File: src/hdl/tsm_pkg.sv
package tsm_pkg;

   localparam int LIST_DEPTH  = 32;
   localparam int VALUE_WIDTH = 32;
   localparam int ADDR_W      = (LIST_DEPTH > 1) ? $clog2(LIST_DEPTH) : 1;
   localparam int CNT_W       = $clog2(LIST_DEPTH + 1);

   localparam logic [1:0] CMD_PUSH_FIRST  = 2'd0;
   localparam logic [1:0] CMD_PUSH_SECOND = 2'd1;
   localparam logic [1:0] CMD_RUN         = 2'd2;

   typedef struct packed {
      logic [1:0]                    command;
      logic signed [VALUE_WIDTH-1:0] value;
   } req_type;

   typedef struct packed {
      logic signed [VALUE_WIDTH-1:0] out_value;
      logic                          last;
   } rsp_type;

   typedef struct packed {
      logic push_first;
      logic push_second;
      logic step;
      logic finish;
   } dp_cmd_type;

   typedef struct packed {
      logic has_more;
      logic slot_free;
   } dp_status_type;

endpackage

File: src/hdl/two_way_sorted_merge.sv
// Pushes are accepted back to back while no run is in progress. A run first enters the
// merge state, then emits one merged value per cycle unless the result side stalls,
// then clears the counts and returns to idle. The first value appears in the result
// register after the merge state is entered; the two list stores are single-port-read
// memories whose heads are read ahead from the next pointer values.
// Synchronous active-high reset empties both lists; store contents are not cleared.
module two_way_sorted_merge (
   input  logic             clock,
   input  logic             reset,
   input  logic             req_valid,
   output logic             req_stall,
   input  tsm_pkg::req_type req_payload,
   output logic             rsp_valid,
   input  logic             rsp_stall,
   output tsm_pkg::rsp_type rsp_payload
);

   tsm_pkg::dp_cmd_type    cmd;
   tsm_pkg::dp_status_type status;

   tsm_ctrl u_ctrl (
      .clock      (clock),
      .reset      (reset),
      .req_valid  (req_valid),
      .req_command(req_payload.command),
      .req_stall  (req_stall),
      .cmd        (cmd),
      .status     (status)
   );

   tsm_datapath u_datapath (
      .clock      (clock),
      .reset      (reset),
      .cmd        (cmd),
      .status     (status),
      .wr_value   (req_payload.value),
      .rsp_stall  (rsp_stall),
      .rsp_valid  (rsp_valid),
      .rsp_payload(rsp_payload)
   );

endmodule

File: src/hdl/tsm_ram.sv
module tsm_ram #(
   parameter int WIDTH = 32,
   parameter int DEPTH = 32,
   localparam int AW = (DEPTH > 1) ? $clog2(DEPTH) : 1
) (
   input  logic             clock,
   input  logic             wr_en,
   input  logic [AW-1:0]    wr_addr,
   input  logic [WIDTH-1:0] wr_data,
   input  logic [AW-1:0]    rd_addr,
   output logic [WIDTH-1:0] rd_data
);

   logic [WIDTH-1:0] mem_ff [DEPTH];
   logic [WIDTH-1:0] rd_data_ff;

   always_ff @(posedge clock) begin
      if (wr_en) begin
         mem_ff[wr_addr] <= wr_data;
      end
      rd_data_ff <= mem_ff[rd_addr];
   end

   assign rd_data = rd_data_ff;

endmodule

File: src/hdl/tsm_ctrl.sv
module tsm_ctrl (
   input  logic                   clock,
   input  logic                   reset,
   input  logic                   req_valid,
   input  logic [1:0]             req_command,
   output logic                   req_stall,
   output tsm_pkg::dp_cmd_type    cmd,
   input  tsm_pkg::dp_status_type status
);

   localparam logic ST_IDLE  = 1'b0;
   localparam logic ST_MERGE = 1'b1;

   logic state_ff;
   logic state_in;
   logic accepted;

   assign req_stall = (state_ff != ST_IDLE);
   assign accepted  = req_valid && !req_stall;

   always_comb begin
      state_in        = state_ff;
      cmd.push_first  = 1'b0;
      cmd.push_second = 1'b0;
      cmd.step        = 1'b0;
      cmd.finish      = 1'b0;
      case (state_ff)
         ST_IDLE: begin
            if (accepted) begin
               case (req_command)
                  tsm_pkg::CMD_PUSH_FIRST:  cmd.push_first  = 1'b1;
                  tsm_pkg::CMD_PUSH_SECOND: cmd.push_second = 1'b1;
                  tsm_pkg::CMD_RUN:         state_in        = ST_MERGE;
                  default:                  state_in        = ST_IDLE;
               endcase
            end
         end
         ST_MERGE: begin
            // Both list heads are read ahead, so a value can leave every cycle the result slot is free.
            if (!status.has_more) begin
               cmd.finish = 1'b1;
               state_in   = ST_IDLE;
            end else if (status.slot_free) begin
               cmd.step = 1'b1;
            end
         end
         default: state_in = ST_IDLE;
      endcase
   end

   always_ff @(posedge clock) begin
      if (reset) begin
         state_ff <= ST_IDLE;
      end else begin
         state_ff <= state_in;
      end
   end

endmodule

File: src/hdl/tsm_datapath.sv
module tsm_datapath (
   input  logic                                 clock,
   input  logic                                 reset,
   input  tsm_pkg::dp_cmd_type                  cmd,
   output tsm_pkg::dp_status_type               status,
   input  logic signed [tsm_pkg::VALUE_WIDTH-1:0] wr_value,
   input  logic                                 rsp_stall,
   output logic                                 rsp_valid,
   output tsm_pkg::rsp_type                     rsp_payload
);

   logic [tsm_pkg::CNT_W-1:0] cnt_a_ff, cnt_a_in;
   logic [tsm_pkg::CNT_W-1:0] cnt_b_ff, cnt_b_in;
   logic [tsm_pkg::CNT_W-1:0] ptr_a_ff, ptr_a_in;
   logic [tsm_pkg::CNT_W-1:0] ptr_b_ff, ptr_b_in;
   logic                      out_valid_ff, out_valid_in;
   tsm_pkg::rsp_type          out_ff, out_in;

   logic [tsm_pkg::VALUE_WIDTH-1:0] head_a;
   logic [tsm_pkg::VALUE_WIDTH-1:0] head_b;
   logic                            wr_a;
   logic                            wr_b;
   logic                            a_has;
   logic                            b_has;
   logic                            take_a;
   logic                            is_last;
   logic [tsm_pkg::CNT_W:0]         done_sum;
   logic [tsm_pkg::CNT_W:0]         total_sum;

   assign wr_a = cmd.push_first  && (cnt_a_ff < tsm_pkg::CNT_W'(tsm_pkg::LIST_DEPTH));
   assign wr_b = cmd.push_second && (cnt_b_ff < tsm_pkg::CNT_W'(tsm_pkg::LIST_DEPTH));

   // Read addresses follow the next pointer values, so during a run the registered read
   // data are the current heads of both lists.
   tsm_ram #(
      .WIDTH(tsm_pkg::VALUE_WIDTH),
      .DEPTH(tsm_pkg::LIST_DEPTH)
   ) u_ram_a (
      .clock  (clock),
      .wr_en  (wr_a),
      .wr_addr(cnt_a_ff[tsm_pkg::ADDR_W-1:0]),
      .wr_data(wr_value),
      .rd_addr(ptr_a_in[tsm_pkg::ADDR_W-1:0]),
      .rd_data(head_a)
   );

   tsm_ram #(
      .WIDTH(tsm_pkg::VALUE_WIDTH),
      .DEPTH(tsm_pkg::LIST_DEPTH)
   ) u_ram_b (
      .clock  (clock),
      .wr_en  (wr_b),
      .wr_addr(cnt_b_ff[tsm_pkg::ADDR_W-1:0]),
      .wr_data(wr_value),
      .rd_addr(ptr_b_in[tsm_pkg::ADDR_W-1:0]),
      .rd_data(head_b)
   );

   assign a_has  = ptr_a_ff < cnt_a_ff;
   assign b_has  = ptr_b_ff < cnt_b_ff;
   // Ties go to the second list.
   assign take_a = a_has && (!b_has || ($signed(head_a) < $signed(head_b)));

   assign done_sum  = {1'b0, ptr_a_ff} + {1'b0, ptr_b_ff} + (tsm_pkg::CNT_W+1)'(1);
   assign total_sum = {1'b0, cnt_a_ff} + {1'b0, cnt_b_ff};
   assign is_last   = (done_sum == total_sum);

   assign status.has_more  = a_has || b_has;
   assign status.slot_free = !out_valid_ff || !rsp_stall;

   always_comb begin
      cnt_a_in = cnt_a_ff;
      cnt_b_in = cnt_b_ff;
      ptr_a_in = ptr_a_ff;
      ptr_b_in = ptr_b_ff;
      if (cmd.finish) begin
         cnt_a_in = '0;
         cnt_b_in = '0;
         ptr_a_in = '0;
         ptr_b_in = '0;
      end else begin
         if (wr_a) begin
            cnt_a_in = cnt_a_ff + tsm_pkg::CNT_W'(1);
         end
         if (wr_b) begin
            cnt_b_in = cnt_b_ff + tsm_pkg::CNT_W'(1);
         end
         if (cmd.step && take_a) begin
            ptr_a_in = ptr_a_ff + tsm_pkg::CNT_W'(1);
         end
         if (cmd.step && !take_a) begin
            ptr_b_in = ptr_b_ff + tsm_pkg::CNT_W'(1);
         end
      end
   end

   always_comb begin
      out_in       = out_ff;
      out_valid_in = out_valid_ff;
      if (cmd.step) begin
         out_valid_in     = 1'b1;
         out_in.out_value = take_a ? head_a : head_b;
         out_in.last      = is_last;
      end else if (!rsp_stall) begin
         out_valid_in = 1'b0;
      end
   end

   always_ff @(posedge clock) begin
      if (reset) begin
         cnt_a_ff     <= '0;
         cnt_b_ff     <= '0;
         ptr_a_ff     <= '0;
         ptr_b_ff     <= '0;
         out_valid_ff <= 1'b0;
      end else begin
         cnt_a_ff     <= cnt_a_in;
         cnt_b_ff     <= cnt_b_in;
         ptr_a_ff     <= ptr_a_in;
         ptr_b_ff     <= ptr_b_in;
         out_valid_ff <= out_valid_in;
      end
   end

   always_ff @(posedge clock) begin
      out_ff <= out_in;
   end

   assign rsp_valid   = out_valid_ff;
   assign rsp_payload = out_ff;

endmodule

File: config.mk
export PLATFORM = sky130hd
export DESIGN_NAME = two_way_sorted_merge
export DESIGN_NICKNAME = d
export VERILOG_FILES = /design/src/hdl/tsm_pkg.sv /design/src/hdl/two_way_sorted_merge.sv /design/src/hdl/tsm_ram.sv /design/src/hdl/tsm_ctrl.sv /design/src/hdl/tsm_datapath.sv
export SDC_FILE = /design/constraint.sdc
export NUM_CORES = 2
export LEC_CHECK = 0
export BUFFER_PORTS_ARGS = -buffer_cell sky130_fd_sc_hd__buf_2
export CORE_UTILIZATION = 32
export DETAILED_ROUTE_END_ITERATION = 10
export PLACE_DENSITY = 0.55
export RECOVER_POWER = 25
export SETUP_SLACK_MARGIN = 0.5
export SKIP_CTS_REPAIR_TIMING = 1
export SYNTH_ARGS = -nofsm -noshare
export SYNTH_HDL_FRONTEND = slang
export SYNTH_HIERARCHICAL = 1
export SYNTH_SLANG_ARGS = --single-unit
File: constraint.sdc
create_clock -name clock -period 10.2 [get_ports clock]
set_clock_uncertainty 0.2 [all_clocks]
set_input_delay 1.02 -clock clock [delete_from_list [all_inputs] [get_ports clock]]
set_output_delay 1.02 -clock clock [all_outputs]
set_load 0.02 [all_outputs]
======== Word-level counts from Yosys, hierarchy flattened ========
Memories as Yosys holds them, arrays and structs flattened. A register that Yosys moved wholly into a read port is not among the register bits.
Cells that the tools add are included.
word-level totals
  register bits after elaboration ......... 59
  RAM bits ................................ 2,048
  input port bits ......................... 38
  output and inout port bits .............. 35
  logic and storage cells ................. 68
  memories ................................ 2
memories
  name                       depth  bits a word  rd ports  clocked after memory_dff  write ports  line           RTL
  u_datapath.u_ram_a.mem_ff  32     32           1         1                         1            tsm_ram.sv:14  logic [WIDTH-1:0] mem_ff [DEPTH];
  u_datapath.u_ram_b.mem_ff  32     32           1         1                         1            tsm_ram.sv:14
cells by class
  add/sub/neg operators ................... 7
  $lt $le $gt $ge ......................... 5
  eq/ne operators ......................... 4
  multiplexer cells ....................... 23
  bitwise gates (word level) .............. 1
  reduce and logical (&&, ||, !) cells .... 16
operator list
  cell                 number
  $lt 32x32->1         1
  $mux 32              1
  $add 6x1->6 const B  4
  $mux 5               4
  $add 6x6->7          2
  $mux 1               14
  $lt 6x6->1           2
  $lt 6x6->1 const B   2
  $add 7x1->7 const B  1
  $eq 7x7->1           1
  $logic_and 1x1->1    6
  $mux 2               3
  $logic_not 1->1      5
  $logic_or 1x1->1     3
  $eq 2x1->1 const B   1
  $eq 2x2->1 const B   1
  $logic_not 2->1      1
  $ne 2x1->1 const B   1
  $pmux 1 s2           1
  $reduce_or 2->1      1
  $not 1->1            1

======== Longest topological paths before layout ========
  depth after elaboration ................. 8
  depth in mapped cells ................... 20
  mapped depth without buffers ............ 16

======== Cells and area by module ========
Netlist, hierarchy kept.
by module, submodules not included
  module        instances  cells an instance  area each (um2)  sequential area each (um2)
  tsm_ram       2          2,260              40,485.1         31,390.1
  tsm_datapath  1          426                4,119.0          1,491.4
  tsm_ctrl      1          8                  73.8             20.0

======== Worst setup path after synthesis ========
OpenSTA, ideal clock, no wires.
  kind .................................... register to register
  start ................................... reg u_datapath/cnt_b_ff[2] (netlist name)
  end ..................................... reg u_datapath.u_ram_a.rd_data_ff[13], in the netlist u_datapath/u_ram_a/rd_data[13], read port of u_datapath.u_ram_a.mem_ff
  library setup time ...................... 0.124 ns
  data arrival time ....................... 4.448 ns
  required time ........................... 9.876 ns
  slack ................................... 5.428 ns
  stages on the path, launching flop included .. 20
  path buffers ............................ 3
  clock period less this slack ............ 4.772 ns
  path through ............................ dfxtp_1 inv_1 ha_1 o21a_1 o211ai_1 a21oi_1 a211oi_1 or2_2 and3_1 clkbuf_1 nand2_1 or3_1 a21oi_1 nor2b_1 buf_4 clkbuf_1 a22o_1 nor3_1 a31oi_1 nand3_1
RTL lines
  item                      line                 RTL
  start: declaration        tsm_datapath.sv:13   logic [tsm_pkg::CNT_W-1:0] cnt_b_ff, cnt_b_in;
  start signal: assignment  tsm_datapath.sv:118  cnt_b_ff <= cnt_b_in;
  end: declaration          tsm_ram.sv:15        logic [WIDTH-1:0] rd_data_ff;

==> results.md <==
- Failing checks: max-capacitance violations, max-slew violations
- Drc violations: 0
- Chip height: 518 um
- DPL Wire Length: 124000 um
- Mapped Avg Cell Area: around 17 um2
- Fin crit share: between 70 and 80%
- Seq/Total Area, Yosys: 75.5%
- Die Wd: roughly 520 um
- Clk sinks: between 2000 and 2500
- Clk_lat worst skew: 0.88 ns
- Comb pwr share: under 10%
- Post-synthesis cell count: between 4000 and 5000
- Hold Fails Final Rpt: 0
- Commonest non-fill, non-tap cells in the layout: 2081 x edfxtp_1, 1028 x mux2i_1, 230 x a21oi_1
- Final Setup Violations: 0
- MaxCap Viol Count: 27
- Total GRT Usage: 17.2%
- Worst VDD drop: 127 uV
- Routed Antenna Nets: 0
- Hold Path Class: flop to flop
- Worst-margin pin slew: ~3.7 ns
- Leak pwr: 28.9 nW
- R2r worst-path depth: 17
- Crit Path Max Fanout: 83
- Vias: 45400
- Cell Pwr Density: approximately 190 nW/um2
- Primary FF master, synth: edfxtp_1
- Clock share of power: between 40% and 50%
- Syn Nets: 5051
- Syn-to-layout area delta: 13.8%
- Finished Core Util: between 30% and 40%
- Setup Crit Path Kind: flop to flop
- Synth warn: 6
- Pint: ~14 mW
- Io pins: 73
- CTS Buf Count: 212
- Worst setup margin: about 3.0 ns
- Post-Route WL: between 200000 and 250000 um
- Clock tree buffer depth: 4
- Antenna violations before repair: 17
- Net count, final: 5210
- Largest net degree at the start of global routing: around 130
- Pre-antenna DRT Iters: 6
- RSZ-0062 raised after global routing: no
- Total power: 18.0 mW
- Yosys reg bits: 2171
- R2R Setup Slk: 3.00 ns
- Row cnt: 189
- Min Hold Slack: 0.318 ns
- Mapped cell area: 85200 um2
- Clk slew on worst S/H paths: 0.07 ns
- Placer Congestion: 0.813
- Fmax: ~140 MHz
- Vias in the first global route: roughly 44000
- Gr ovfl total: 0
- Clk root buf: clkbuf_16
- Min cycle time layout: 7.20 ns
- Part of the power in registers: a little over half
- WP data required: 10.64 ns
- Switch share: about a fifth
- Via/cell ratio: between 5 and 6
- Core ar.: 265000 um2
- CTS tree: yes
- Setup TNS: 0 ns
- Commonest non-fill, non-tap cell in the layout: edfxtp_1
- EDFF count, synth: 2081
- DR iter-0 viols: 4318
- Crit start category: flop
- Post-synth cell types: 54
- Ratio of cells with drive above 1 in the final layout: a little under an eighth
- Switch Pwr: 3.65 mW
- Status: finished, violations left
- DR WL/cell: 26.9 um
- Final Max Tran Viols: 1769
- Hold Path Cell Cnt: 2
- Die area: 268000 um2
- First-pass GRT wire length: 334000 um
- Number of port buffers: 72
- Pre-CTS setup slack: 3.10 ns
- Worst setup EP type: flop
- Critical Path AT: 7.64 ns
- Ys async rst share: 0%
- Slew HR: -146%
- Initial Util: around a third
- H-tree Lvls: 4
-- critical path, stage by stage (launching register included) --
cell      delay [ns]
dfxtp_1         0.61
inv_1           0.15
ha_1            0.31
o21a_1          0.18
o211ai_1        0.16
a21oi_1         0.07
a211oi_1        0.47
or2_2           0.27
and3_2          1.01
nand3_1         0.32
a21oi_4         0.77
buf_12          0.42
buf_12          0.55
mux2i_1         0.27
a22o_1          0.15
nor3_1          0.06
a31oi_1         0.53
nand3_1         0.30
-- cells by family after synthesis --
group | share of synthesized area, %
DFF | 75.5
buffers and inverters | 2.08
and+or+nand+nor | 3.60
AOI/OAI and AO/OA | 5.16
xor gates and xnor gates | 0.226
muxes | 12.6
adders and majority gates | 0.884
-- cells in the mapped netlist, types with 2 or more instances --
cell / n / share of area, %
edfxtp_1: 2081 / 73
mux2i_1: 1028 / 12
a21oi_1: 232 / 1.4
nand2_1: 224 / 0.99
nand3_1: 208 / 1.2
a22oi_1: 193 / 1.7
a22o_1: 128 / 1.3
clkbuf_1: 99 / 0.44
dfxtp_1: 90 / 2.1
nor2_1: 90 / 0.40
nor3_1: 69 / 0.41
buf_4: 68 / 0.60
a31oi_1: 66 / 0.48
ha_1: 57 / 0.84
buf_2: 54 / 0.32
inv_1: 53 / 0.23
mux2_2: 35 / 0.46
buf_6: 31 / 0.41
xnor2_1: 20 / 0.21
o21ai_0: 12 / 0.071
buf_1: 10 / 0.044
nand3b_1: 10 / 0.088
nand4_1: 10 / 0.073
nor2b_1: 10 / 0.073
or3_1: 8 / 0.059
a21o_1: 7 / 0.062
and3_1: 7 / 0.051
nand2b_1: 6 / 0.044
or3b_2: 6 / 0.062
o21a_1: 5 / 0.044
clkbuf_4: 4 / 0.035
o21bai_1: 4 / 0.035
or2_2: 4 / 0.029
and2_1: 2 / 0.015
and2b_1: 2 / 0.018
fa_1: 2 / 0.047
xor2_1: 2 / 0.021
-- stage by stage --
step / std cells / area, um2
3_3_place_gp: 8432 / 90100
6_report: 8837 / 96900
4_1_cts: 8817 / 97000
5_1_grt: 8818 / 96900
2_1_floorplan: 4954 / 85200
3_5_place_dp: 8432 / 90100
-- routing by layer --
layer,global-route usage [%],vias to the layer above,part of all wire (%)
li1,-,19900,-
met1,24.3,23800,44
met2,28.0,1397,48
met3,2.21,297,5.8
met4,4.31,4,2.3
met5,0,-,0.010
-- registers in the layout, summed over array words and instances, names as in the netlist --
| signal | cells |
|---|---|
| u_ctrl/req_stall | 1 |
| u_datapath/cnt_a_ff | 6 |
| u_datapath/ptr_b_ff | 6 |
| u_datapath/rsp_valid | 1 |
| u_datapath/u_ram_a/mem_ff | 1024 |
| u_datapath/u_ram_a/rd_data | 32 |
| u_datapath/u_ram_b/rd_data | 32 |
| u_datapath/u_ram_b/mem_ff | 1024 |
| u_datapath/cnt_b_ff | 6 |
| u_datapath/rsp_payload | 33 |
| u_datapath/ptr_a_ff | 6 |
-- power by group through the flow --
stage / clock network [mW] / logic (mW) / registers [mW]
final: 7.81 / 0.390 / 9.83
after global routing: 8.26 / 0.416 / 9.82
after CTS: 7.95 / 0.398 / 9.81
after detailed placement: 0 / 0.396 / 10.0
after global placement: 0 / 0.387 / 10.0
after floorplan: 0 / 0.159 / 9.98
-- worst paths after layout --
| check | from | end |
|---|---|---|
| setup / recovery | u_datapath/cnt_b_ff[2]$_SDFFE_PP0P_ | u_datapath/u_ram_b/rd_data[29]$_DFF_P_ |
| hold reg to reg | u_datapath/ptr_a_ff[5]$_SDFFE_PP0N_ | u_datapath/ptr_a_ff[5]$_SDFFE_PP0N_ |
| setup reg to reg | u_datapath/cnt_b_ff[2]$_SDFFE_PP0P_ | u_datapath/u_ram_b/rd_data[29]$_DFF_P_ |
| hold / removal | u_datapath/ptr_a_ff[5]$_SDFFE_PP0N_ | u_datapath/ptr_a_ff[5]$_SDFFE_PP0N_ |
-- area by class of cell --
type | instances | area, um2
multi-input cells | 2464 | 19700
diodes | 20 | 50.0
fillers | 24600 | 168000
well taps | 3533 | 4420
flip-flops and latches | 2171 | 64300
repair buffers | 211 | 1460
inverters | 53 | 199
clock inverters | 123 | 1210
clock buffers | 262 | 5650
(Power assumes the default switching activity.)
